$ cat src/hw/rtl/ttr_pkg.sv
// ----------------------------------------------------------------------------
// ttr_pkg
// shared types and constants of the tile triangle rasterizer
// ----------------------------------------------------------------------------
`default_nettype none

package ttr_pkg;

    localparam int COORD_W = 16;
    localparam int Z_W     = 16;
    localparam int PIX_W   = 12;
    localparam int FRAME_W = 13;
    localparam int AREA_W  = 36;
    localparam int WGT_W   = 17;
    localparam int CFG_IDX_W  = 2;
    localparam int CFG_DATA_W = 13;

    localparam logic CMD_TILE = 1'b0;
    localparam logic CMD_TRI  = 1'b1;

    localparam logic [1:0] CULL_NEG = 2'd1;
    localparam logic [1:0] CULL_POS = 2'd2;

    localparam logic [CFG_IDX_W-1:0] REG_FRAME_W = 2'd0;
    localparam logic [CFG_IDX_W-1:0] REG_FRAME_H = 2'd1;
    localparam logic [CFG_IDX_W-1:0] REG_CULL    = 2'd2;

    typedef struct packed {
        logic                     is_tri;
        logic [PIX_W-1:0]         org_x;
        logic [PIX_W-1:0]         org_y;
        logic signed [COORD_W-1:0] x0;
        logic signed [COORD_W-1:0] y0;
        logic [Z_W-1:0]           z0;
        logic signed [COORD_W-1:0] x1;
        logic signed [COORD_W-1:0] y1;
        logic [Z_W-1:0]           z1;
        logic signed [COORD_W-1:0] x2;
        logic signed [COORD_W-1:0] y2;
        logic [Z_W-1:0]           z2;
        logic signed [AREA_W-1:0] area;
    } t_cmd;

endpackage

`default_nettype wire

$ cat src/hw/rtl/ttr_front.sv
// ----------------------------------------------------------------------------
// ttr_front
// accepts commands, computes doubled triangle area, culls and queues work
// ----------------------------------------------------------------------------
`default_nettype none

module ttr_front #(
    parameter int TILE_SIZE = 8
) (
    input  wire                          i_clk,
    input  wire                          i_rst_n,
    input  wire  [1:0]                   i_cull_mode,
    input  wire                          i_valid,
    output logic                         o_ready,
    input  wire                          i_command,
    input  wire  [8:0]                   i_tile_col,
    input  wire  [8:0]                   i_tile_row,
    input  wire  signed [15:0]           i_v0_x,
    input  wire  signed [15:0]           i_v0_y,
    input  wire  [15:0]                  i_v0_z,
    input  wire  signed [15:0]           i_v1_x,
    input  wire  signed [15:0]           i_v1_y,
    input  wire  [15:0]                  i_v1_z,
    input  wire  signed [15:0]           i_v2_x,
    input  wire  signed [15:0]           i_v2_y,
    input  wire  [15:0]                  i_v2_z,
    output logic                         o_q_valid,
    input  wire                          i_q_ready,
    output ttr_pkg::t_cmd                o_q_cmd
);

    typedef enum logic [2:0] {F_IDLE, F_M0, F_M1, F_SUB, F_DEC, F_PUSH} t_fstate;

    t_fstate                         r_state;
    ttr_pkg::t_cmd                   r_cmd;
    logic signed [33:0]              r_prod;
    logic signed [16:0]              m_a;
    logic signed [16:0]              m_b;
    logic signed [33:0]              m_p;
    logic [12:0]                     org_x_full;
    logic [12:0]                     org_y_full;
    logic                            drop;

    assign org_x_full = 13'(i_tile_col) * 13'(TILE_SIZE);
    assign org_y_full = 13'(i_tile_row) * 13'(TILE_SIZE);

    always_comb begin
        if (r_state == F_M0) begin
            m_a = 17'(r_cmd.x2) - 17'(r_cmd.x0);
            m_b = 17'(r_cmd.y1) - 17'(r_cmd.y0);
        end else begin
            m_a = 17'(r_cmd.y2) - 17'(r_cmd.y0);
            m_b = 17'(r_cmd.x1) - 17'(r_cmd.x0);
        end
        m_p = m_a * m_b;
    end

    always_comb begin
        drop = (r_cmd.area == '0)
            || (i_cull_mode == ttr_pkg::CULL_NEG && r_cmd.area < 0)
            || (i_cull_mode == ttr_pkg::CULL_POS && r_cmd.area > 0);
    end

    assign o_ready   = (r_state == F_IDLE);
    assign o_q_valid = (r_state == F_PUSH);
    assign o_q_cmd   = r_cmd;

    always_ff @(posedge i_clk) begin
        if (!i_rst_n) begin
            r_state <= F_IDLE;
        end else begin
            case (r_state)
                F_IDLE: begin
                    if (i_valid) begin
                        r_cmd.is_tri <= i_command;
                        r_cmd.org_x  <= org_x_full[11:0];
                        r_cmd.org_y  <= org_y_full[11:0];
                        r_cmd.x0 <= i_v0_x; r_cmd.y0 <= i_v0_y; r_cmd.z0 <= i_v0_z;
                        r_cmd.x1 <= i_v1_x; r_cmd.y1 <= i_v1_y; r_cmd.z1 <= i_v1_z;
                        r_cmd.x2 <= i_v2_x; r_cmd.y2 <= i_v2_y; r_cmd.z2 <= i_v2_z;
                        r_state <= (i_command == ttr_pkg::CMD_TRI) ? F_M0 : F_PUSH;
                    end
                end
                F_M0: begin
                    r_prod  <= m_p;
                    r_state <= F_M1;
                end
                F_M1: begin
                    r_cmd.area <= ttr_pkg::AREA_W'(r_prod);
                    r_prod     <= m_p;
                    r_state    <= F_SUB;
                end
                F_SUB: begin
                    r_cmd.area <= r_cmd.area - ttr_pkg::AREA_W'(r_prod);
                    r_state    <= F_DEC;
                end
                F_DEC: begin
                    r_state <= drop ? F_IDLE : F_PUSH;
                end
                F_PUSH: begin
                    if (i_q_ready) begin
                        r_state <= F_IDLE;
                    end
                end
                default: begin
                    r_state <= F_IDLE;
                end
            endcase
        end
    end

endmodule

`default_nettype wire

$ cat config.mk
export PLATFORM = sky130hd
export DESIGN_NAME = ttr_front
export DESIGN_NICKNAME = d
export VERILOG_FILES = /design/src/hw/rtl/ttr_pkg.sv /design/src/hw/rtl/ttr_front.sv
export SDC_FILE = /design/constraint.sdc
export NUM_CORES = 1
export LEC_CHECK = 0
export BUFFER_PORTS_ARGS = -buffer_cell sky130_fd_sc_hd__buf_2
export CORE_MARGIN = 2
export CORE_UTILIZATION = 59
export DETAILED_ROUTE_END_ITERATION = 16
export GPL_ROUTABILITY_DRIVEN = 0
export PLACE_DENSITY = 0.87
export SLEW_MARGIN = 20
export SYNTH_ARGS = -nofsm -noshare
export SYNTH_HDL_FRONTEND = slang
export SYNTH_SLANG_ARGS = --single-unit
$ cat constraint.sdc
create_clock -name i_clk -period 12 [get_ports i_clk]
set_clock_uncertainty 0.15 [all_clocks]
set_input_delay 0.6 -clock i_clk [delete_from_list [all_inputs] [get_ports i_clk]]
set_output_delay 0.6 -clock i_clk [all_outputs]
set_load 0.02 [all_outputs]
==> flow_summary.toml <==
[critical_path]
worstPathArrival_ns = 9.55
start_kind = "flip-flop"
cp_common_cell = "fa_1"
crit_fanout = 8
max_stage_delay_ns = 0.58
cp_slowest_cell = "mux2i_1"
crit_family = "adder cells"
setup.worst_path.end_class = "flip-flop"
crit_buf_inv = 6
criticalPathCategory = "reg -> reg"
worstPathRequired_ns = 12.23

[die]
core_sq_mm = 0.03964
pin_count = 376
die_area_sq_mm = 0.04170
fp.dieW_um = 204.2
start_util_pct = 59.66
die_h_um = 204.2
rows = 73

[cells_and_area]
finish.instance_area_sq_mm = 0.02696
n_fill_cell = 2864
layout_common_cells = "inv_1, buf_2, fa_1"
multi_input_area_sq_mm = 0.01485
antenna-diode-count = 0
mostFrequentLayoutCell = "inv_1"
final_nets = 3343
syn2layout_area_growth_pct = 14.00
drive_gt1_share_pct = 17.41
regArea_sq_mm = 0.007057

[clock_network]
cts_buffers = 26
cts_sinks = 236
cts_setup_buffers = 0
clk_latency_ns = 0.58
htreeDepth = 1
clkTransAtPathRegs_ns = 0.07
post_cts_resized = 0
clock_path_buffers = 3
postCtsHoldBufs = 0
cts_tree = "done"
cts_root_buf = "clkbuf_16"

[grt]
antenna_found_initial = 0
grt_pass1_vias = 19980
track_usage_pct = 32.44
grt_overflow = 0
grt_max_degree = 86
grt_pass1_wl_um = 104800

[synth]
synthArstFlopShare_pct = 0
ys_seq_elements = 236
synth.distinct_cells = 81
synthFlopType = "edfxtp_1"
syn_area_sq_mm = 0.02365
synth_area_per_cell_sq_um = 10.18
syn_inst = 2324
synth_edf_count = 233
yosysSeqAreaShare_pct = 29.84
yosysWarnings = 0

[sta]
worstMarginPinSlew_ns = 1.096
slew_violations = 0
fin_crit_ns = 9.326
setup_violations = 0
post-route-period-util_pct = 77.71
tns_ns = 0
slew-limit-headroom_pct = 26.96
fmax_mhz = 107.2
report.final.hold_viol_count = 0
grt_setup_unrepaired = "no"

[drt]
totalWireLength_um = 66600
drc_errors = 0
drt-initial-drc-count = 1841
drtPass1Iterations = 10
wl_per_cell_um = 20.62
vias = 18970
ant_nets = 0
via_per_inst = 5.874

[run]
drv_cap = 0

[run_status]
outcome = "completed"

[placed_design]
portBuffers = 369
placed_cell_area_sq_mm = 0.02609
hpwl_um = 53460

[min_path]
hold_path_class = "in -> reg"
## final timing paths
path | startpoint | end | slack (ns) | cells after the start
worst max-delay path | o_q_cmd[164]$_DFFE_PP_ | r_prod[33]$_DFFE_PP_ | 2.67 | 33
worst max register to register | o_q_cmd[164]$_DFFE_PP_ | r_prod[33]$_DFFE_PP_ | 2.67 | 33
worst min register to register | r_prod[27]$_DFFE_PP_ | o_q_cmd[27]$_DFFE_PP_ | 0.40 | 2
worst min-delay path | i_v0_x[13] | o_q_cmd[177]$_DFFE_PP_ | 0.04 | 1
## worst reg2reg max path, delay by kind of cell (launching register included)
kind                     cells  cell delay [ns]
multiplexers                 1             0.58
AND/OR/NAND/NOR              7             1.64
adder cells (fa/ha/maj)      9             4.04
XOR/XNOR                     1             0.17
flip-flops                   1             0.45
AO/OA/AOI/OAI                9             1.78
buffers and inverters        6             0.31
## kinds of logic (layout without fill, tap and decap cells)
family / count (synthesis) / in the layout / share of synthesized area, %
simple gates: 659 / 659 / 12.73
fa+ha+maj: 485 / 485 / 35.25
mux: 23 / 23 / 1.021
xor+xnor: 99 / 99 / 3.666
buf+inv: 463 / 839 / 7.518
compound gates: 358 / 358 / 9.963
flops: 236 / 236 / 29.84
other cells: 1 / 6 / 0.01586
## area by class of cell
class	instances	area share, %
multi-input cells	1630	55.10
repair buffers	389	7.407
well taps	525	2.436
flip-flops and latches	236	26.17
inverters	406	5.652
clock inverters	13	0.7518
clock buffers	31	2.483
## flip-flops by register name, indices dropped and copies added (netlist names)
name / count
o_q_cmd: 199
r_prod: 34
r_state: 3
## per-layer routing
layer  vias up  track usage (%)  routed length [um]
met5         -                0                   0
met4         0            14.26                3520
met3       228            6.234                6230
met2      1151            57.38               33350
met1      9236            38.48               23500
li1       8357                -                   -
## through the flow
step	hold WS, ns	setup WS, ns	std cells	util, %
final	0.03745	2.674	3230	68.01
after global routing	0.03043	2.270	3230	68.01
after CTS	0.02897	2.797	3230	68.01
after detailed placement	0.4021	2.853	3186	65.81
after global placement	0.3851	3.220	3186	65.81
after floorplan	0.3707	3.587	2329	-
## Yosys cell counts (26+ instances only)
cell	number	share of area, %
a21o_1	41	1.3
a21oi_1	85	1.8
clkbuf_1	40	0.63
edfxtp_1	233	30
fa_1	302	26
ha_1	183	9.7
inv_1	404	6.4
nand2_1	237	3.8
nand2b_1	36	0.95
nor2_1	206	3.3
nor2b_1	26	0.69
nor3_1	26	0.55
o21a_1	31	0.98
o21ai_0	70	1.5
xnor2_1	66	2.4
xor2_1	33	1.2
Power is not shown: default switching activity piles up to over one toggle a cycle in this logic, so the estimate is an artifact.
