## src/hw/rtl/ttr_pkg.sv

```systemverilog
// ----------------------------------------------------------------------------
// ttr_pkg
// shared types and constants of the tile triangle rasterizer
// ----------------------------------------------------------------------------
`default_nettype none

package ttr_pkg;

    localparam int COORD_W = 16;
    localparam int Z_W     = 16;
    localparam int PIX_W   = 12;
    localparam int FRAME_W = 13;
    localparam int AREA_W  = 36;
    localparam int WGT_W   = 17;
    localparam int CFG_IDX_W  = 2;
    localparam int CFG_DATA_W = 13;

    localparam logic CMD_TILE = 1'b0;
    localparam logic CMD_TRI  = 1'b1;

    localparam logic [1:0] CULL_NEG = 2'd1;
    localparam logic [1:0] CULL_POS = 2'd2;

    localparam logic [CFG_IDX_W-1:0] REG_FRAME_W = 2'd0;
    localparam logic [CFG_IDX_W-1:0] REG_FRAME_H = 2'd1;
    localparam logic [CFG_IDX_W-1:0] REG_CULL    = 2'd2;

    typedef struct packed {
        logic                     is_tri;
        logic [PIX_W-1:0]         org_x;
        logic [PIX_W-1:0]         org_y;
        logic signed [COORD_W-1:0] x0;
        logic signed [COORD_W-1:0] y0;
        logic [Z_W-1:0]           z0;
        logic signed [COORD_W-1:0] x1;
        logic signed [COORD_W-1:0] y1;
        logic [Z_W-1:0]           z1;
        logic signed [COORD_W-1:0] x2;
        logic signed [COORD_W-1:0] y2;
        logic [Z_W-1:0]           z2;
        logic signed [AREA_W-1:0] area;
    } t_cmd;

endpackage

`default_nettype wire

```

## src/hw/rtl/ttr_back.sv

```systemverilog
// ----------------------------------------------------------------------------
// ttr_back
// walks tile pixels: edge test, weight division, depth interpolation and test
// ----------------------------------------------------------------------------
`default_nettype none

module ttr_back #(
    parameter int TILE_SIZE = 8
) (
    input  wire                  i_clk,
    input  wire                  i_rst_n,
    input  wire  [12:0]          i_frame_width,
    input  wire  [12:0]          i_frame_height,
    input  wire                  i_q_valid,
    output logic                 o_q_ready,
    input  ttr_pkg::t_cmd        i_q_cmd,
    output logic                 o_valid,
    input  wire                  i_ready,
    output logic [11:0]          o_pixel_x,
    output logic [11:0]          o_pixel_y,
    output logic [15:0]          o_depth,
    output logic [16:0]          o_weight0,
    output logic [16:0]          o_weight1,
    output logic [16:0]          o_weight2,
    output logic                 o_last
);

    localparam int NSLOT  = TILE_SIZE * TILE_SIZE;
    localparam int SLOT_W = $clog2(NSLOT);
    localparam int IDX_W  = $clog2(TILE_SIZE);
    localparam int AW     = ttr_pkg::AREA_W;

    typedef enum logic [3:0] {
        B_IDLE, B_PIX, B_EDGE, B_TEST, B_DIV, B_Z, B_CMP, B_EMIT, B_NEXT, B_FLUSH
    } t_bstate;

    t_bstate               r_state;
    ttr_pkg::t_cmd         r_tri;
    logic [11:0]           r_org_x;
    logic [11:0]           r_org_y;
    logic [AW-1:0]         r_amag;
    logic                  r_aneg;
    logic [IDX_W-1:0]      r_i;
    logic [IDX_W-1:0]      r_j;
    logic [SLOT_W-1:0]     r_slot;
    logic [11:0]           r_px;
    logic [11:0]           r_py;
    logic [2:0]            r_k;
    logic [3:0]            r_dk;
    logic signed [34:0]    r_prod;
    logic signed [AW-1:0]  r_f0;
    logic signed [AW-1:0]  r_f1;
    logic signed [AW-1:0]  r_f2;
    logic [AW-1:0]         r_rem0;
    logic [AW-1:0]         r_rem1;
    logic [16:0]           r_q0;
    logic [16:0]           r_q1;
    logic [33:0]           r_zacc;
    logic [15:0]           r_rd_data;
    logic                  r_rd_vld;
    logic [NSLOT-1:0]      r_dvld;
    logic [15:0]           r_mem [NSLOT];
    logic [15:0]           r_new_z;
    logic                  r_pend_vld;
    logic [11:0]           r_pend_x;
    logic [11:0]           r_pend_y;
    logic [15:0]           r_pend_z;
    logic [16:0]           r_pend_w0;
    logic [16:0]           r_pend_w1;
    logic                  r_out_vld;

    logic [12:0]           px_full;
    logic [12:0]           py_full;
    logic                  clipped;
    logic signed [17:0]    cx;
    logic signed [17:0]    cy;
    logic signed [17:0]    m_a;
    logic signed [16:0]    m_b;
    logic signed [34:0]    m_p;
    logic [2:0]            km1;
    logic [AW-1:0]         mag0;
    logic [AW-1:0]         mag1;
    logic                  pass;
    logic [AW:0]           sh0;
    logic [AW:0]           sh1;
    logic [16:0]           w2;
    logic [16:0]           pend_w2;
    logic [31:0]           z_round;
    logic [15:0]           stored_z;
    logic                  out_free;
    logic                  out_load;
    logic                  last_pix;
    logic                  mem_we;

    assign px_full = {1'b0, r_org_x} + 13'(r_i);
    assign py_full = {1'b0, r_org_y} + 13'(r_j);
    assign clipped = (px_full >= i_frame_width) || px_full[12]
                  || (py_full >= i_frame_height) || py_full[12];
    assign cx      = {2'b00, r_px, 4'b1000};
    assign cy      = {2'b00, r_py, 4'b1000};
    assign km1     = r_k - 3'd1;

    always_comb begin
        m_a = '0;
        m_b = '0;
        if (r_state == B_EDGE) begin
            case (r_k)
                3'd0: begin m_a = cx - 18'(r_tri.x1); m_b = 17'(r_tri.y2) - 17'(r_tri.y1); end
                3'd1: begin m_a = cy - 18'(r_tri.y1); m_b = 17'(r_tri.x2) - 17'(r_tri.x1); end
                3'd2: begin m_a = cx - 18'(r_tri.x2); m_b = 17'(r_tri.y0) - 17'(r_tri.y2); end
                3'd3: begin m_a = cy - 18'(r_tri.y2); m_b = 17'(r_tri.x0) - 17'(r_tri.x2); end
                3'd4: begin m_a = cx - 18'(r_tri.x0); m_b = 17'(r_tri.y1) - 17'(r_tri.y0); end
                default: begin
                    m_a = cy - 18'(r_tri.y0);
                    m_b = 17'(r_tri.x1) - 17'(r_tri.x0);
                end
            endcase
        end else begin
            case (r_k)
                3'd0:    begin m_a = {1'b0, r_q0}; m_b = {1'b0, r_tri.z0}; end
                3'd1:    begin m_a = {1'b0, r_q1}; m_b = {1'b0, r_tri.z1}; end
                default: begin m_a = {1'b0, w2};   m_b = {1'b0, r_tri.z2}; end
            endcase
        end
        m_p = m_a * m_b;
    end

    assign mag0 = r_f0[AW-1] ? AW'(-r_f0) : AW'(r_f0);
    assign mag1 = r_f1[AW-1] ? AW'(-r_f1) : AW'(r_f1);
    assign pass = (r_f0 == '0 || r_f0[AW-1] == r_aneg)
               && (r_f1 == '0 || r_f1[AW-1] == r_aneg)
               && (r_f2 == '0 || r_f2[AW-1] == r_aneg);
    assign sh0  = {r_rem0, 1'b0};
    assign sh1  = {r_rem1, 1'b0};
    assign w2      = 17'(18'd65536 - 18'(r_q0) - 18'(r_q1));
    assign pend_w2 = 17'(18'd65536 - 18'(r_pend_w0) - 18'(r_pend_w1));
    assign z_round  = r_zacc[31:0] + 32'd32768;
    assign stored_z = r_rd_vld ? r_rd_data : 16'hFFFF;
    assign out_free = !r_out_vld || i_ready;
    assign out_load = r_pend_vld && out_free
                   && ((r_state == B_EMIT) || (r_state == B_FLUSH));
    assign last_pix = (r_i == IDX_W'(TILE_SIZE - 1)) && (r_j == IDX_W'(TILE_SIZE - 1));
    assign mem_we   = (r_state == B_CMP) && (z_round[31:16] < stored_z);

    assign o_q_ready = (r_state == B_IDLE);
    assign o_valid   = r_out_vld;

    always_ff @(posedge i_clk) begin
        if (mem_we) begin
            r_mem[r_slot] <= z_round[31:16];
        end
        if (r_state == B_TEST) begin
            r_rd_data <= r_mem[r_slot];
        end
    end

    always_ff @(posedge i_clk) begin
        if (!i_rst_n) begin
            r_state    <= B_IDLE;
            r_org_x    <= '0;
            r_org_y    <= '0;
            r_dvld     <= '0;
            r_pend_vld <= 1'b0;
            r_out_vld  <= 1'b0;
        end else begin
            if (r_out_vld && i_ready && !out_load) begin
                r_out_vld <= 1'b0;
            end
            if (mem_we) begin
                r_dvld[r_slot] <= 1'b1;
            end
            case (r_state)
                B_IDLE: begin
                    if (i_q_valid) begin
                        if (i_q_cmd.is_tri == ttr_pkg::CMD_TILE) begin
                            r_org_x <= i_q_cmd.org_x;
                            r_org_y <= i_q_cmd.org_y;
                            r_dvld  <= '0;
                        end else begin
                            r_tri   <= i_q_cmd;
                            r_aneg  <= i_q_cmd.area[AW-1];
                            r_amag  <= i_q_cmd.area[AW-1] ? AW'(-i_q_cmd.area)
                                                           : AW'(i_q_cmd.area);
                            r_i     <= '0;
                            r_j     <= '0;
                            r_slot  <= '0;
                            r_state <= B_PIX;
                        end
                    end
                end
                B_PIX: begin
                    r_px <= px_full[11:0];
                    r_py <= py_full[11:0];
                    r_k  <= '0;
                    r_state <= clipped ? B_NEXT : B_EDGE;
                end
                B_EDGE: begin
                    r_prod <= m_p;
                    if (r_k != 3'd0) begin
                        case (km1)
                            3'd0: r_f0 <= AW'(r_prod);
                            3'd1: r_f0 <= r_f0 - AW'(r_prod);
                            3'd2: r_f1 <= AW'(r_prod);
                            3'd3: r_f1 <= r_f1 - AW'(r_prod);
                            3'd4: r_f2 <= AW'(r_prod);
                            default: r_f2 <= r_f2 - AW'(r_prod);
                        endcase
                    end
                    r_k <= r_k + 3'd1;
                    if (r_k == 3'd6) begin
                        r_state <= B_TEST;
                    end
                end
                B_TEST: begin
                    r_rd_vld <= r_dvld[r_slot];
                    if (mag0 >= r_amag) begin
                        r_rem0 <= mag0 - r_amag;
                        r_q0   <= 17'd1;
                    end else begin
                        r_rem0 <= mag0;
                        r_q0   <= 17'd0;
                    end
                    if (mag1 >= r_amag) begin
                        r_rem1 <= mag1 - r_amag;
                        r_q1   <= 17'd1;
                    end else begin
                        r_rem1 <= mag1;
                        r_q1   <= 17'd0;
                    end
                    r_dk    <= '0;
                    r_state <= pass ? B_DIV : B_NEXT;
                end
                B_DIV: begin
                    if (sh0 >= {1'b0, r_amag}) begin
                        r_rem0 <= AW'(sh0 - {1'b0, r_amag});
                        r_q0   <= {r_q0[15:0], 1'b1};
                    end else begin
                        r_rem0 <= AW'(sh0);
                        r_q0   <= {r_q0[15:0], 1'b0};
                    end
                    if (sh1 >= {1'b0, r_amag}) begin
                        r_rem1 <= AW'(sh1 - {1'b0, r_amag});
                        r_q1   <= {r_q1[15:0], 1'b1};
                    end else begin
                        r_rem1 <= AW'(sh1);
                        r_q1   <= {r_q1[15:0], 1'b0};
                    end
                    r_dk <= r_dk + 4'd1;
                    if (r_dk == 4'd15) begin
                        r_k     <= '0;
                        r_zacc  <= '0;
                        r_state <= B_Z;
                    end
                end
                B_Z: begin
                    r_prod <= m_p;
                    if (r_k != 3'd0) begin
                        r_zacc <= r_zacc + 34'(r_prod);
                    end
                    r_k <= r_k + 3'd1;
                    if (r_k == 3'd3) begin
                        r_state <= B_CMP;
                    end
                end
                B_CMP: begin
                    r_new_z <= z_round[31:16];
                    r_state <= mem_we ? B_EMIT : B_NEXT;
                end
                B_EMIT: begin
                    if (!r_pend_vld || out_free) begin
                        if (r_pend_vld) begin
                            r_out_vld <= 1'b1;
                            o_pixel_x <= r_pend_x;
                            o_pixel_y <= r_pend_y;
                            o_depth   <= r_pend_z;
                            o_weight0 <= r_pend_w0;
                            o_weight1 <= r_pend_w1;
                            o_weight2 <= pend_w2;
                            o_last    <= 1'b0;
                        end
                        r_pend_vld <= 1'b1;
                        r_pend_x   <= r_px;
                        r_pend_y   <= r_py;
                        r_pend_z   <= r_new_z;
                        r_pend_w0  <= r_q0;
                        r_pend_w1  <= r_q1;
                        r_state    <= B_NEXT;
                    end
                end
                B_NEXT: begin
                    r_slot <= r_slot + SLOT_W'(1);
                    if (r_i == IDX_W'(TILE_SIZE - 1)) begin
                        r_i <= '0;
                        r_j <= r_j + IDX_W'(1);
                    end else begin
                        r_i <= r_i + IDX_W'(1);
                    end
                    r_state <= last_pix ? B_FLUSH : B_PIX;
                end
                B_FLUSH: begin
                    if (!r_pend_vld) begin
                        r_state <= B_IDLE;
                    end else if (out_free) begin
                        r_out_vld  <= 1'b1;
                        o_pixel_x  <= r_pend_x;
                        o_pixel_y  <= r_pend_y;
                        o_depth    <= r_pend_z;
                        o_weight0  <= r_pend_w0;
                        o_weight1  <= r_pend_w1;
                        o_weight2  <= pend_w2;
                        o_last     <= 1'b1;
                        r_pend_vld <= 1'b0;
                        r_state    <= B_IDLE;
                    end
                end
                default: begin
                    r_state <= B_IDLE;
                end
            endcase
        end
    end

    a_pend_idle: assert property (@(posedge i_clk) disable iff (!i_rst_n)
        (r_state == B_IDLE) |-> !r_pend_vld)
        else $error("pending fragment left over between commands");

    a_wsum: assert property (@(posedge i_clk) disable iff (!i_rst_n)
        (r_state == B_Z) |-> ((18'(r_q0) + 18'(r_q1)) <= 18'd65536))
        else $error("barycentric weights exceed one");

    a_near: assert property (@(posedge i_clk) disable iff (!i_rst_n)
        (r_state == B_EMIT) |-> (r_new_z != 16'hFFFF))
        else $error("farthest depth passed the depth test");

endmodule

`default_nettype wire

```

## config.mk

```make
export PLATFORM = sky130hd
export DESIGN_NAME = ttr_back
export DESIGN_NICKNAME = d
export VERILOG_FILES = /design/src/hw/rtl/ttr_pkg.sv /design/src/hw/rtl/ttr_back.sv
export SDC_FILE = /design/constraint.sdc
export NUM_CORES = 2
export LEC_CHECK = 0
export BUFFER_PORTS_ARGS = -buffer_cell sky130_fd_sc_hd__buf_2
export CORE_MARGIN = 4
export CORE_UTILIZATION = 60
export DETAILED_ROUTE_END_ITERATION = 6
export PLACE_DENSITY = 0.77
export SKIP_CTS_REPAIR_TIMING = 1
export SYNTH_ARGS = -nofsm -noshare
export SYNTH_HDL_FRONTEND = slang
export SYNTH_SLANG_ARGS = --single-unit
```

## constraint.sdc

```tcl
create_clock -name i_clk -period 17.3 [get_ports i_clk]
set_input_delay 0 -clock i_clk [delete_from_list [all_inputs] [get_ports i_clk]]
set_output_delay 0 -clock i_clk [all_outputs]
set_load 0.05 [all_outputs]
```

==> summary.md <==
| Metric | Value |
|---|---|
| Most frequent cells in the layout | edfxtp_1 (1728), inv_1 (689), nor2_1 (637) |
| Vias in the first global route | 74600 |
| Hold Crit Class | input port to flop |
| Top_reg_cell synth | edfxtp_1 |
| Ys Warns | 0 |
| CP Capture Type | flop |
| Reg2reg path depth | 31 |
| Startpoint type of the worst setup path | flop |
| Async set-reset flop share out of synthesis | 0% |
| Syn avg cell area | 11.6 um^2 |
| Max cap viols | 0 |
| Placed wire-length estimate | 206 mm |
| # setup viols final | 0 |
| CTS Root Cell | clkbuf_16 |
| CTS H-Tree Depth | 4 |
| Sequential share of the synthesized area | 51.8% |
| Clock tree buffer depth | 3 |
| Port Buf Inserts | 328 |
| Synth Cell Area | 0.104 mm^2 |
| Post-synth EDFFs | 1728 |
| Core ar. | 0.172 mm^2 |
| Unique masters post-synth | 85 |
| Hold Fails Final Rpt | 0 |
| Mapped Nets | 10200 |
| Total gr overflow | 0 |
| Die area | 0.180 mm^2 |
| Area leader, netlist | edfxtp_1 |
| Vias | 78800 |
| Syn Inst Count | 8972 |
| Routed WL | 314 mm |
| Top Ports | 329 |
| Max Clock Freq | 91.6 MHz |
| CP dominant cell by count | fa_1 |
| Layout cell share with drive strength beyond 1 | 9.17% |
| Slowest cell delay on critical path | 0.74 ns |
| Req. time, crit path | 17.91 ns |
| Area Growth Syn to Fin | 14.9% |
| Synth Register Bits | 1822 |
| Most common cell after layout, fill and taps aside | edfxtp_1 |
| Clock sinks | 1822 |
| # fillers | 12000 |
| Max Slew Vio Count | 0 |
| Drt first pass iters | 7 |
| Worst Skew | 0.0816 ns |
| Vias per cell | 6.44 |
| Worst hold start | i_q_cmd[32] |
| Slew @ Worst Pin | 1.32 ns |
| RSZ-0062 raised after global routing | no |
| CTS Buf Count | 182 |
| Final net count | 10900 |
| Area contributors post-synth | edfxtp_1 (50%), ha_1 (7.4%), fa_1 (6.4%) |
| FP Rows | 152 |
| DRT antenna net count | 0 |
| GRT Total Usage | 32.6% |
| R2r setup slk | 6.38 ns |
| Synth top area share | 49.9% |
| Initial antenna violation count | 10 |
| Hold Path Sink | r_amag[32] |
| CP Data Arrival Time | 11.53 ns |
| Iter 0 DRT Violations | 9728 |
| Critical Path Fanout Max | 43 |
| Final period utilization | 63.1% |
| Starting Density | 60.4% |
| Clock transition at path regs | 0.08 ns |
| Clock latency on the worst-skew pair | 0.88 ns |
| GP Congestion | 0.963 |
| DRC | 0 |
| Chip Height | 424 um |
| Hold Crit Depth | 3 |
| Setup TNS | 0 ns |
| Reg-to-Reg Start | r_k[2] |
| Worst hold margin | 0.0954 ns |
| Die X | 424 um |
| Setup CP Type | flop to flop |
| Crit path max-delay cell type | fa_1 |
| CTS tree | yes |
| Global-route wire length before repair | 449 mm |
| Outcome | completed |
| R2r endpoint | r_prod[34] |
| Final Critical Period | 10.92 ns |
| Largest net degree at the start of global routing | 110 |
| Routed length per instance | 25.7 um |
| Slew headroom | 11.5% |
-- how the worst max path moves through the flow --
stage,slack (ns),cells past startpoint,startpoint,endpoint
floorplan,7.38,41,r_k[2],r_prod[34]
global placement,6.71,33,r_k[2],r_prod[34]
detailed placement,6.59,31,r_k[2],r_prod[34]
CTS,6.54,31,r_k[2],r_prod[34]
global route,5.79,34,r_k[2],r_prod[31]
finish,6.38,31,r_k[2],r_prod[34]
-- metal layers --
layer	global-route usage (%)	vias to the layer above	part of all wire, %
li1	-	34900	-
met2	52.7	4431	47
met4	14.2	4	5.3
met1	43.9	38500	39
met3	5.36	869	9.2
met5	0	-	0.0086
-- registers in the layout (all words and copies together) (netlist names), 16 cells and up --
| name | count |
|---|---|
| r_q1 | 17 |
| r_tri | 144 |
| r_prod | 35 |
| o_weight1 | 17 |
| o_depth | 16 |
| o_weight0 | 17 |
| r_zacc | 32 |
| r_amag | 36 |
| r_dvld | 64 |
| r_f1 | 36 |
| r_new_z | 16 |
| r_rd_data | 16 |
| r_rem0 | 36 |
| r_q0 | 17 |
| r_rem1 | 36 |
| r_pend_w1 | 17 |
| o_weight2 | 17 |
| r_f2 | 36 |
| r_pend_w0 | 17 |
| r_pend_z | 16 |
| r_mem | 1024 |
| r_f0 | 36 |
-- kinds of logic after synthesis --
| kind of cell | share of synthesized area (%) |
|---|---|
| compound gates | 16.3 |
| mux | 0.684 |
| simple gates | 9.41 |
| buf+inv | 3.74 |
| fa+ha+maj | 13.8 |
| xor+xnor | 4.27 |
| flops | 51.8 |
-- worst max-delay path, delay by kind of cell (launching register included) --
| kind | cells | cell delay (ns) |
|---|---|---|
| fa+ha+maj | 9 | 4.51 |
| simple gates | 6 | 1.52 |
| xor+xnor | 1 | 0.17 |
| buf+inv | 3 | 0.97 |
| flops | 1 | 0.32 |
| compound gates | 12 | 3.13 |
-- layout make-up --
| cell class | count | area [um^2] | share of cell area (%) |
|---|---|---|---|
| repair buffers | 944 | 7390 | 6.20 |
| multi-input cells | 6117 | 46600 | 39.1 |
| inverters | 690 | 2590 | 2.17 |
| clock inverters | 89 | 1050 | 0.882 |
| flip-flops and latches | 1822 | 53800 | 45.1 |
| diodes | 9 | 22.5 | 0.0189 |
| clock buffers | 249 | 4990 | 4.18 |
| well taps | 2310 | 2890 | 2.42 |
-- metrics by stage --
stage / cell area (um^2) / setup WS, ns / utilization [%] / cells
after floorplan: 104000 / 7.38 / - / 8972
after global placement: 109000 / 6.71 / 63.4 / 11400
after detailed placement: 109000 / 6.59 / 63.4 / 11400
after CTS: 115000 / 6.54 / 66.9 / 11800
after global routing: 119000 / 5.79 / 69.4 / 12200
final: 119000 / 6.38 / 69.4 / 12200
-- cell usage after synthesis, types with 56 or more instances --
cell type,number
edfxtp_1,1728
nor2_1,645
o21ai_0,400
and3_1,64
a221oi_1,127
xor2_1,157
o21bai_1,56
nand2_1,591
clkbuf_1,303
dfxtp_1,94
o21a_1,156
fa_1,330
a21o_1,170
mux2i_1,62
nor3_1,104
nor2b_1,109
a22o_1,114
a211oi_1,81
o31ai_1,64
a22oi_1,343
xnor2_1,350
inv_1,689
a31oi_1,140
a21oi_1,534
nand3_1,139
nand2b_1,115
nand4_1,69
ha_1,617
Power is not shown: default switching activity piles up to over one toggle a cycle in this logic, so the estimate is an artifact.
