`src/hw/rtl/ttr_pkg.sv`:
```
// ----------------------------------------------------------------------------
// ttr_pkg
// shared types and constants of the tile triangle rasterizer
// ----------------------------------------------------------------------------
`default_nettype none

package ttr_pkg;

    localparam int COORD_W = 16;
    localparam int Z_W     = 16;
    localparam int PIX_W   = 12;
    localparam int FRAME_W = 13;
    localparam int AREA_W  = 36;
    localparam int WGT_W   = 17;
    localparam int CFG_IDX_W  = 2;
    localparam int CFG_DATA_W = 13;

    localparam logic CMD_TILE = 1'b0;
    localparam logic CMD_TRI  = 1'b1;

    localparam logic [1:0] CULL_NEG = 2'd1;
    localparam logic [1:0] CULL_POS = 2'd2;

    localparam logic [CFG_IDX_W-1:0] REG_FRAME_W = 2'd0;
    localparam logic [CFG_IDX_W-1:0] REG_FRAME_H = 2'd1;
    localparam logic [CFG_IDX_W-1:0] REG_CULL    = 2'd2;

    typedef struct packed {
        logic                     is_tri;
        logic [PIX_W-1:0]         org_x;
        logic [PIX_W-1:0]         org_y;
        logic signed [COORD_W-1:0] x0;
        logic signed [COORD_W-1:0] y0;
        logic [Z_W-1:0]           z0;
        logic signed [COORD_W-1:0] x1;
        logic signed [COORD_W-1:0] y1;
        logic [Z_W-1:0]           z1;
        logic signed [COORD_W-1:0] x2;
        logic signed [COORD_W-1:0] y2;
        logic [Z_W-1:0]           z2;
        logic signed [AREA_W-1:0] area;
    } t_cmd;

endpackage

`default_nettype wire

```
`src/hw/rtl/ttr_queue.sv`:
```
// ----------------------------------------------------------------------------
// ttr_queue
// two-entry command queue between setup and pixel walker
// ----------------------------------------------------------------------------
`default_nettype none

module ttr_queue (
    input  wire                i_clk,
    input  wire                i_rst_n,
    input  wire                i_valid,
    output logic               o_ready,
    input  ttr_pkg::t_cmd      i_cmd,
    output logic               o_valid,
    input  wire                i_ready,
    output ttr_pkg::t_cmd      o_cmd
);

    ttr_pkg::t_cmd r_mem [2];
    logic          r_wp;
    logic          r_rp;
    logic [1:0]    r_cnt;
    logic          push;
    logic          pop;

    assign o_ready = (r_cnt != 2'd2);
    assign o_valid = (r_cnt != 2'd0);
    assign o_cmd   = r_mem[r_rp];
    assign push    = i_valid && o_ready;
    assign pop     = o_valid && i_ready;

    always_ff @(posedge i_clk) begin
        if (push) begin
            r_mem[r_wp] <= i_cmd;
        end
    end

    always_ff @(posedge i_clk) begin
        if (!i_rst_n) begin
            r_wp  <= 1'b0;
            r_rp  <= 1'b0;
            r_cnt <= 2'd0;
        end else begin
            if (push) begin
                r_wp <= ~r_wp;
            end
            if (pop) begin
                r_rp <= ~r_rp;
            end
            r_cnt <= r_cnt + 2'(push) - 2'(pop);
        end
    end

endmodule

`default_nettype wire

```
`config.mk`:
```
export PLATFORM = sky130hd
export DESIGN_NAME = ttr_queue
export DESIGN_NICKNAME = d
export VERILOG_FILES = /design/src/hw/rtl/ttr_pkg.sv /design/src/hw/rtl/ttr_queue.sv
export SDC_FILE = /design/constraint.sdc
export NUM_CORES = 1
export LEC_CHECK = 0
export BUFFER_PORTS_ARGS = -buffer_cell sky130_fd_sc_hd__buf_2
export CAP_MARGIN = 20
export CORE_MARGIN = 8
export CORE_UTILIZATION = 35
export DETAILED_ROUTE_END_ITERATION = 8
export PLACE_DENSITY_LB_ADDON = 0.1
export SLEW_MARGIN = 20
export SYNTH_ARGS = -nofsm -noshare
export SYNTH_HDL_FRONTEND = slang
export SYNTH_SLANG_ARGS = --single-unit
```
`constraint.sdc`:
```
create_clock -name i_clk -period 10.8 [get_ports i_clk]
set_input_delay 1.08 -clock i_clk [delete_from_list [all_inputs] [get_ports i_clk]]
set_output_delay 1.08 -clock i_clk [all_outputs]
set_load 0.02 [all_outputs]
```
==> results of run 1 <==
## metal layers
metal	vias up	share of wire, %
met5	-	0.25
met4	14	2.3
met3	63	7.6
met2	235	51
met1	3829	39
li1	3539	-
## final cells by class
| cell class | instances | area, µm² | area share (%) |
|---|---|---|---|
| Sequential cell | 415 | 12400 | 62.9 |
| Multi-Input combinational cell | 223 | 3010 | 15.3 |
| Timing Repair Buffer | 421 | 2150 | 10.9 |
| Clock buffer | 63 | 1290 | 6.53 |
| Tap cell | 592 | 741 | 3.75 |
| Clock inverter | 19 | 113 | 0.571 |
| Antenna cell | 4 | 10.0 | 0.0507 |
| Inverter | 1 | 3.75 | 0.0190 |
## stage by stage
stage | hold WS, ns | setup slack, ns | instances
global route | 0.565 | 6.55 | 1735
floorplan | 0.455 | 0.348 | 662
detailed placement | 0.528 | 6.42 | 1652
global placement | 0.510 | 6.42 | 1652
finish | 0.546 | 6.73 | 1738
CTS | 0.549 | 6.61 | 1734
## report_power, final
| group | switching, mW | total (mW) | internal, mW |
|---|---|---|---|
| clock network | 0.592 | 1.45 | 0.853 |
| registers | 0.0707 | 2.10 | 2.03 |
| logic | 0.770 | 1.33 | 0.557 |
| total | 1.43 | 4.87 | 3.44 |
## cells by family (layout without fill, tap and decap cells)
logic type / Yosys count / count (layout) / share of synthesized area [%]
compound gates: 1 / 1 / 0.0480
xor+xnor: 3 / 3 / 0.168
fa+ha+maj: 2 / 2 / 0.160
buf+inv: 24 / 504 / 1.48
flops: 415 / 415 / 79.3
mux: 206 / 206 / 18.4
other cells: 0 / 4 / 0
simple gates: 11 / 11 / 0.392
## how the worst max path moves through the flow
stage                     cells after the start  slack [ns]           end
after floorplan                               2        0.35   r_mem[0][0]
after global placement                        5        6.42  r_mem[0][27]
after CTS                                     3        6.61      o_cmd[1]
final                                         3        6.73      o_cmd[1]
after global routing                          3        6.55      o_cmd[1]
after detailed placement                      5        6.42  r_mem[0][29]
## critical path, cell delays in order (launching register included)
cell     delay [ns]
dfxtp_4        0.84
buf_4          0.92
mux2_2         0.43
buf_2          0.16
## state kept, by name, indices dropped and copies added, names as in the netlist, named ones only
register  flops
r_cnt         2
r_wp          1
r_mem       410
r_rp          1
## placed cells by master, fill, tap and decap left out, types with 3 or more instances in the layout
| master | Yosys | layout |
|---|---|---|
| clkbuf_1 | 0 | 13 |
| xnor2_1 | 3 | 3 |
| clkinv_2 | 0 | 5 |
| diode_2 | 0 | 4 |
| dfxtp_1 | 5 | 4 |
| clkbuf_16 | 0 | 49 |
| buf_2 | 5 | 415 |
| edfxtp_1 | 410 | 410 |
| clkinv_1 | 0 | 11 |
| buf_4 | 0 | 4 |
| mux2_2 | 55 | 55 |
| mux2_4 | 150 | 150 |
==> impl_metrics.py, run 1 <==
metrics = {
    "routing": {
        "drtAntennaViolNets": 0,
        "vias_per_cell": 4.42,
        "wl_mm": 36.4,
        "drc": 0,
        "dr.pass1.iters": 4,
        "wire_per_inst_um": 20.9,
        "via_count": 7680,
        "first_iter_violations": 362,
    },
    "critical_path": {
        "crit_fanout": 55,
        "worstPathRequired_ns": 9.72,
        "reg2reg_to": "r_mem[0][28]",
        "worstSetupPathType": "flip-flop to primary output",
        "startpoint_type": "flip-flop",
        "reg2reg_slack_ns": 7.18,
        "r2r-start": "r_cnt[0]",
        "rr_worst_depth": 5,
        "cp.arrival_ns": 2.99,
        "endpoint_kind": "primary output",
    },
    "sta": {
        "slew_viol_final": 0,
        "max_freq_ghz": 0.245,
        "rsz0062_at_grt": "no",
        "final.setup_skew_ns": 0.00773,
        "slew_headroom_pct": 26.4,
        "setup_violations": 0,
        "fin_crit_ns": 4.07,
        "period_share_pct": 37.7,
        "fin_tns_setup_ns": 0,
        "worst_slew_pin_slew_ns": 1.10,
        "hold_violations": 0,
    },
    "hold_path": {
        "worstHoldPathCells": 2,
        "min_path_type": "flip-flop to flip-flop",
        "worstHoldEndpoint": "r_wp",
        "hp-start": "r_wp",
    },
    "clock_tree": {
        "numCtsBuffers": 46,
        "cts_sinks": 415,
        "clk_latency_ns": 0.56,
        "htree_num_levels": 2,
        "postCtsSetupRepairBufs": 0,
        "ctsRootBufferMaster": "clkbuf_16",
        "hold_buffers": 0,
        "clockBufferDepth": 3,
        "clk_pin_slew_worst_paths_ns": 0.06,
        "post_cts_resized": 0,
        "cts_tree": "yes",
    },
    "global_route": {
        "grt_pass1_vias": 8034,
        "use_met1_pct": 15.4,
        "use_met3_pct": 4.48,
        "grt_pass1_wl_mm": 51.1,
        "grt_overflow": 0,
        "met2_usage_pct": 23.1,
        "track_usage_pct": 13.4,
        "busiest_layer": "met2",
        "antenna_found_initial": 10,
        "grt_max_degree": 153,
    },
    "power_and_ir_drop": {
        "powerDensity_nw_per_um2": 247,
        "vdd_drop_max_mv": 0.144,
        "leakagePower_nw": 7.56,
        "total_power_mw": 4.87,
    },
    "layout": {
        "final_core_util_pct": 44.6,
        "fin_area_um2": 19700,
        "drive_gt1_share_pct": 60.2,
        "fillerInstances": 3984,
        "fin_nets": 1319,
        "area_growth_pct": 26.1,
    },
    "floorplan": {
        "io_pins": 416,
        "initial_core_util_pct": 35.4,
        "die_h_um": 227,
        "die_w_um": 227,
        "dieArea_um2": 51700,
        "rows": 77,
        "core-area_um2": 44200,
    },
    "run_status": {
        "status": "complete, no violations",
    },
    "synth": {
        "postSynthAreaPerCell_um2": 23.6,
        "synth.top_cells.by_count": "edfxtp_1 (410), mux2_4 (150), mux2_2 (55)",
        "yosysMostFrequentCell": "edfxtp_1",
        "ys_seq_area_share_pct": 79.3,
        "synth_nets": 873,
        "yosys.area.top_type_share_pct": 78.7,
        "syn-cell-area_um2": 15600,
        "synthFlopType": "edfxtp_1",
        "synth-seq-cells": 415,
        "synth_top_cell_by_area": "edfxtp_1",
        "synthArstFlopShare_pct": 0,
        "synth_cell_types": 18,
        "synthCells": 662,
        "synth-warning-count": 0,
        "synthTopCellsByArea": "edfxtp_1 (79%), mux2_4 (14%), mux2_2 (4.0%), buf_6 (1.3%), dfxtp_1 (0.64%)",
        "synth-edff-count": 410,
    },
    "placement": {
        "io_buffer_count": 415,
        "dpl-instance-area_um2": 18300,
        "gp_congestion": 0.703,
        "dpl.hpwl_mm": 24.7,
    },
    "job": {
        "maxCapViolCount": 0,
    },
}
No activity file was read; power rests on OpenSTA's default activity.
==> run 2, diff against run 1 <==
Clock period 10.8 ns to 4.06 ns, I/O delays scaled along.
==> impl_metrics.py, run 2 (synthesized netlist as in run 1, its figures left out) <==
metrics = {
    "floorplan": {
        "core-area_um2": 44200,
        "initial_core_util_pct": 35.4,
        "io_pins": 416,
        "die_h_um": 227,
        "die_w_um": 227,
        "dieArea_um2": 51700,
        "rows": 77,
    },
    "critical_path": {
        "reg2reg_slack_ns": 1.93,
        "critPathMaxStageDelay_ns": 0.66,
        "worstPathRequired_ns": 3.65,
        "worst-path-buf-inv": 2,
        "crit_family": "flip-flops",
        "cp.arrival_ns": 2.46,
        "reg2reg_to": "r_mem[0][97]",
        "startpoint_type": "flip-flop",
        "endpoint_kind": "primary output",
        "crit_fanout": 84,
        "r2r-start": "r_cnt[0]",
        "cp_slowest_cell": "dfxtp_4",
        "rr_worst_depth": 4,
        "worstSetupPathType": "flip-flop to primary output",
        "crit_chain": "buf_12 -> mux2_2 -> buf_2",
    },
    "clock_tree": {
        "cts_sinks": 415,
        "numCtsBuffers": 45,
        "clk_latency_ns": 0.55,
        "cts_tree": "yes",
        "clk_pin_slew_worst_paths_ns": 0.06,
        "clockBufferDepth": 3,
        "htree_num_levels": 2,
        "ctsRootBufferMaster": "clkbuf_16",
        "post_cts_resized": 0,
    },
    "sta": {
        "hold_violations": 0,
        "worst_slew_pin_slew_ns": 0.716,
        "slew_viol_final": 0,
        "max_freq_ghz": 0.349,
        "setup_violations": 0,
        "hold_ws_ns": 0.0462,
        "rsz0062_at_grt": "no",
        "period_share_pct": 70.7,
        "fin_crit_ns": 2.87,
        "final.setup_skew_ns": 0.0121,
        "slew_headroom_pct": 52.3,
        "fin_tns_setup_ns": 0,
    },
    "layout": {
        "multi_input_comb_area_um2": 3030,
        "fillerInstances": 3905,
        "final_core_util_pct": 45.0,
        "layout_commonest_cell": "buf_2",
        "fin_nets": 1339,
        "drive_gt1_share_pct": 59.7,
        "area_growth_pct": 27.2,
        "final_cell_mix": "buf_2 (415), edfxtp_1 (410), mux2_4 (150), mux2_2 (55), clkbuf_16 (45)",
        "largest_reg_flops": 410,
        "seq_area_um2": 12400,
        "regMostFlops": "r_mem",
        "largestRegisters": "r_mem: 410 flops, r_cnt: 2 flops",
    },
    "power_and_ir_drop": {
        "powerDensity_nw_per_um2": 645,
        "vdd_drop_max_mv": 0.338,
        "leakagePower_nw": 7.63,
    },
    "global_route": {
        "grt_pass1_vias": 8142,
        "grt_max_degree": 97,
        "grt_pass1_wl_mm": 50.8,
        "antenna_found_initial": 6,
        "track_usage_pct": 13.3,
        "grt_overflow": 0,
    },
    "routing": {
        "dr.pass1.iters": 4,
        "via_count": 7817,
        "drtAntennaViolNets": 0,
        "vias_per_cell": 4.46,
        "first_iter_violations": 392,
        "drc": 0,
        "wire_per_inst_um": 20.8,
        "wl_mm": 36.4,
    },
    "hold_path": {
        "worstHoldEndpoint": "r_mem[0][55]",
        "hp-start": "i_cmd[55]",
        "min_path_type": "input port to flip-flop",
        "worstHoldPathCells": 1,
    },
    "placement": {
        "gp_congestion": 0.734,
        "dpl.hpwl_mm": 24.7,
        "io_buffer_count": 415,
    },
    "job": {
        "maxCapViolCount": 0,
    },
    "run_status": {
        "status": "complete, no violations",
    },
}
[run 2: cell types whose count changed in the layout (fill, tap and decap cells not counted), moves of 2 or more]
cell           previous run  this run
clkbuf_16                49        45
dlygate4sd3_1             0        18
diode_2                   4         2
clkinv_2                  5         9
buf_12                    2         6
clkinv_1                 11         9
[run 2: per-layer routing]
layer / vias up / global-route usage [%] / share of wire [%] / wire length [µm]
li1: 3571 / - / - / -
met3: 69 / 3.98 / 7.3 / 2640
met2: 239 / 22.8 / 51 / 18500
met5: - / 0 / 0.11 / 39
met1: 3932 / 15.5 / 39 / 14200
met4: 6 / 5.44 / 3.0 / 1080
[run 2: area by class of cell]
cell class,instances,share of cell area [%]
antenna,2,0.0251
clock buffer,57,5.88
clock inverter,20,0.698
inverter,1,0.0189
multi-input combinational,223,15.2
sequential,415,62.4
tap,592,3.72
timing repair buffer,442,12.1
[run 2: repair_timing]
item / CTS / global route
setup buffers: 0 / 0
hold buffers: 18 / 0
endpoints found under the hold margin: 33 / 0
[run 2: stage by stage]
step	instance area (µm²)	power [mW]	cells	setup slack, ns
5_1_grt	19900	13.4	1751	1.09
4_1_cts	19900	13.1	1750	1.16
6_report	19900	12.8	1752	1.19
3_5_place_dp	18400	9.30	1655	1.77
2_1_floorplan	15700	8.20	662	0.00825
3_3_place_gp	18400	9.30	1655	1.79
[run 2: worst max-delay path by stage]
stage                     startpoint          end  slack [ns]  cells after the start
after floorplan             r_cnt[0]  r_mem[0][0]       0.008                      3
after global placement     flip-flop    o_cmd[47]        1.79                      3
after detailed placement   flip-flop    o_cmd[26]        1.77                      3
after CTS                  flip-flop    o_cmd[52]        1.16                      3
after global routing       flip-flop    o_cmd[31]        1.09                      3
final                      flip-flop    o_cmd[26]        1.19                      3
[run 2: power by group]
| part | total [mW] | switching (mW) | internal [mW] | leakage (nW) |
|---|---|---|---|---|
| clock network | 3.69 | 1.54 | 2.15 | 0.646 |
| registers | 5.55 | 0.168 | 5.38 | 3.87 |
| logic | 3.59 | 2.08 | 1.51 | 3.11 |
[run 2: worst register-to-register path, stage by stage (launching register included)]
cell	delay (ns)
dfxtp_1	0.37
nand2b_4	0.17
nand2_4	0.07
nor2_4	0.52
buf_12	0.50
==> run 3, diff against run 2 <==
Clock period 4.06 ns to 2.75 ns, I/O delays scaled along.
==> impl_metrics.py, run 3 (synthesized netlist as in run 1, its figures left out) <==
metrics = {
    "global_route": {
        "grt_overflow": 0,
        "grt_pass1_wl_mm": 55.2,
        "grt_pass1_vias": 9330,
        "track_usage_pct": 14.1,
        "grt_max_degree": 71,
        "antenna_found_initial": 0,
    },
    "critical_path": {
        "cp.arrival_ns": 2.08,
        "reg2reg_slack_ns": 0.90,
        "critPathMaxStageDelay_ns": 0.57,
        "endpoint_kind": "primary output",
        "crit_fanout": 46,
        "crit_chain": "buf_12 -> mux2_4 -> buf_2",
        "rr_worst_depth": 3,
        "cp_slowest_cell": "dfxtp_4",
        "crit_family": "flip-flops",
        "startpoint_type": "flip-flop",
        "worst-path-buf-inv": 2,
        "worstPathRequired_ns": 2.48,
        "reg2reg_to": "r_mem[1][105]",
        "worstSetupPathType": "flip-flop to primary output",
        "r2r-start": "r_cnt[0]",
    },
    "clock_tree": {
        "clk_latency_ns": 0.55,
        "clockBufferDepth": 3,
        "hold_buffers": 207,
        "htree_num_levels": 2,
        "post_cts_resized": 0,
        "cts_sinks": 415,
        "cts_tree": "yes",
        "postCtsSetupRepairBufs": 0,
        "numCtsBuffers": 46,
        "clk_pin_slew_worst_paths_ns": 0.06,
        "ctsRootBufferMaster": "clkbuf_16",
    },
    "hold_path": {
        "min_path_type": "input port to flip-flop",
        "worstHoldEndpoint": "r_rp",
        "hp-start": "i_ready",
        "worstHoldPathCells": 4,
    },
    "sta": {
        "worst_slew_pin_slew_ns": 0.603,
        "final.setup_skew_ns": 0.0119,
        "final.setup.worst_slack_ns": 0.393,
        "slew_headroom_pct": 59.8,
        "slew_viol_final": 0,
        "setup_violations": 0,
        "rsz0062_at_grt": "no",
        "max_freq_ghz": 0.424,
        "fin_crit_ns": 2.36,
        "hold_violations": 0,
        "period_share_pct": 85.7,
    },
    "placement": {
        "dp_slack_ns": 0.858,
        "dpl.hpwl_mm": 26.6,
        "io_buffer_count": 415,
        "place_inst": 1676,
        "gp_congestion": 0.744,
    },
    "routing": {
        "first_iter_violations": 370,
        "wl_met1_mm": 14.7,
        "top_layer": "met4",
        "drtAntennaViolNets": 0,
        "vias_per_cell": 4.31,
        "met2RoutedLength_mm": 19.5,
        "wl_met3_mm": 2.63,
        "drc": 0,
        "wl_mm": 38.0,
        "wire_per_inst_um": 19.3,
        "dr.pass1.iters": 4,
        "via_count": 8472,
    },
    "floorplan": {
        "core-area_um2": 44200,
        "rows": 77,
        "dieArea_um2": 51700,
        "io_pins": 416,
        "die_w_um": 227,
        "initial_core_util_pct": 35.4,
        "die_h_um": 227,
    },
    "run_status": {
        "status": "complete, no violations",
    },
    "layout": {
        "instances_no_fill": 1967,
        "regMostFlops": "r_mem",
        "antenna_cells": 0,
        "drive_gt1_share_pct": 52.1,
        "final_cell_mix": "buf_2 (415), edfxtp_1 (410), dlygate4sd3_1 (207), mux2_4 (150), mux2_2 (55)",
        "fillerInstances": 3780,
        "area_growth_pct": 41.6,
        "fin_nets": 1550,
        "final_core_util_pct": 50.1,
        "largestRegisters": "r_mem: 410 flops, r_cnt: 2 flops",
        "layout_commonest_cell": "buf_2",
        "largest_reg_flops": 410,
    },
    "job": {
        "maxCapViolCount": 0,
    },
    "power_and_ir_drop": {
        "vdd_drop_max_mv": 0.560,
        "leakagePower_nw": 8.61,
        "powerDensity_nw_per_um2": 892,
    },
}
[run 3: cell types whose count changed in the layout (fill, tap and decap cells not counted)]
| cell | previous run | this run |
|---|---|---|
| clkinv_2 | 9 | 8 |
| clkbuf_1 | 12 | 18 |
| dlygate4sd3_1 | 18 | 207 |
| buf_12 | 6 | 11 |
| bufinv_16 | 2 | 3 |
| diode_2 | 2 | 0 |
| buf_4 | 3 | 19 |
| dfxtp_2 | 0 | 1 |
| clkinv_1 | 9 | 6 |
| clkbuf_16 | 45 | 49 |
| dfxtp_1 | 4 | 3 |
[run 3: worst max path at each step]
stage	startpoint	endpoint	depth (start not counted)
after floorplan	r_cnt[0]	r_mem[0][0]	3
after global placement	r_cnt[0]	r_mem[1][46]	3
after detailed placement	r_cnt[0]	r_mem[1][46]	3
after CTS	flip-flop	o_cmd[89]	3
after global routing	flip-flop	o_cmd[137]	4
final	flip-flop	o_cmd[54]	3
[run 3: area by class of cell]
type / instances / area (µm²) / area share (%)
timing repair buffer: 652 / 4510 / 20.4
multi-input combinational: 223 / 3030 / 13.7
tap: 592 / 741 / 3.34
sequential: 415 / 12400 / 56.1
clock inverter: 17 / 153 / 0.689
inverter: 1 / 3.75 / 0.0169
clock buffer: 67 / 1290 / 5.84
[run 3: per-stage QoR]
step / hold slack (ns) / cell area (µm²) / setup TNS (ns) / total power, mW
finish: 0.192 / 22100 / 0 / 19.8
floorplan: 0.374 / 15700 / -411.39 / 12.1
CTS: 0.159 / 22100 / 0 / 20.2
global route: 0.211 / 22100 / 0 / 20.6
global placement: 0.464 / 18600 / 0 / 13.9
detailed placement: 0.466 / 18600 / 0 / 13.9
[run 3: metal layers]
metal	global-route usage [%]	up-vias
met5	0	-
met4	5.69	0
met3	4.08	68
met2	24.4	252
met1	16.3	4150
li1	-	4002
[run 3: power by group]
part	switching [mW]	total (mW)	internal [mW]
logic	3.20	5.73	2.53
registers	0.230	8.17	7.94
clock network	2.32	5.85	3.53
[run 3: worst min-delay path, stage by stage]
cell and delay, ns:
buf_2 0.08, o21a_1 0.16, xnor2_1 0.09, nor2b_1 0.10
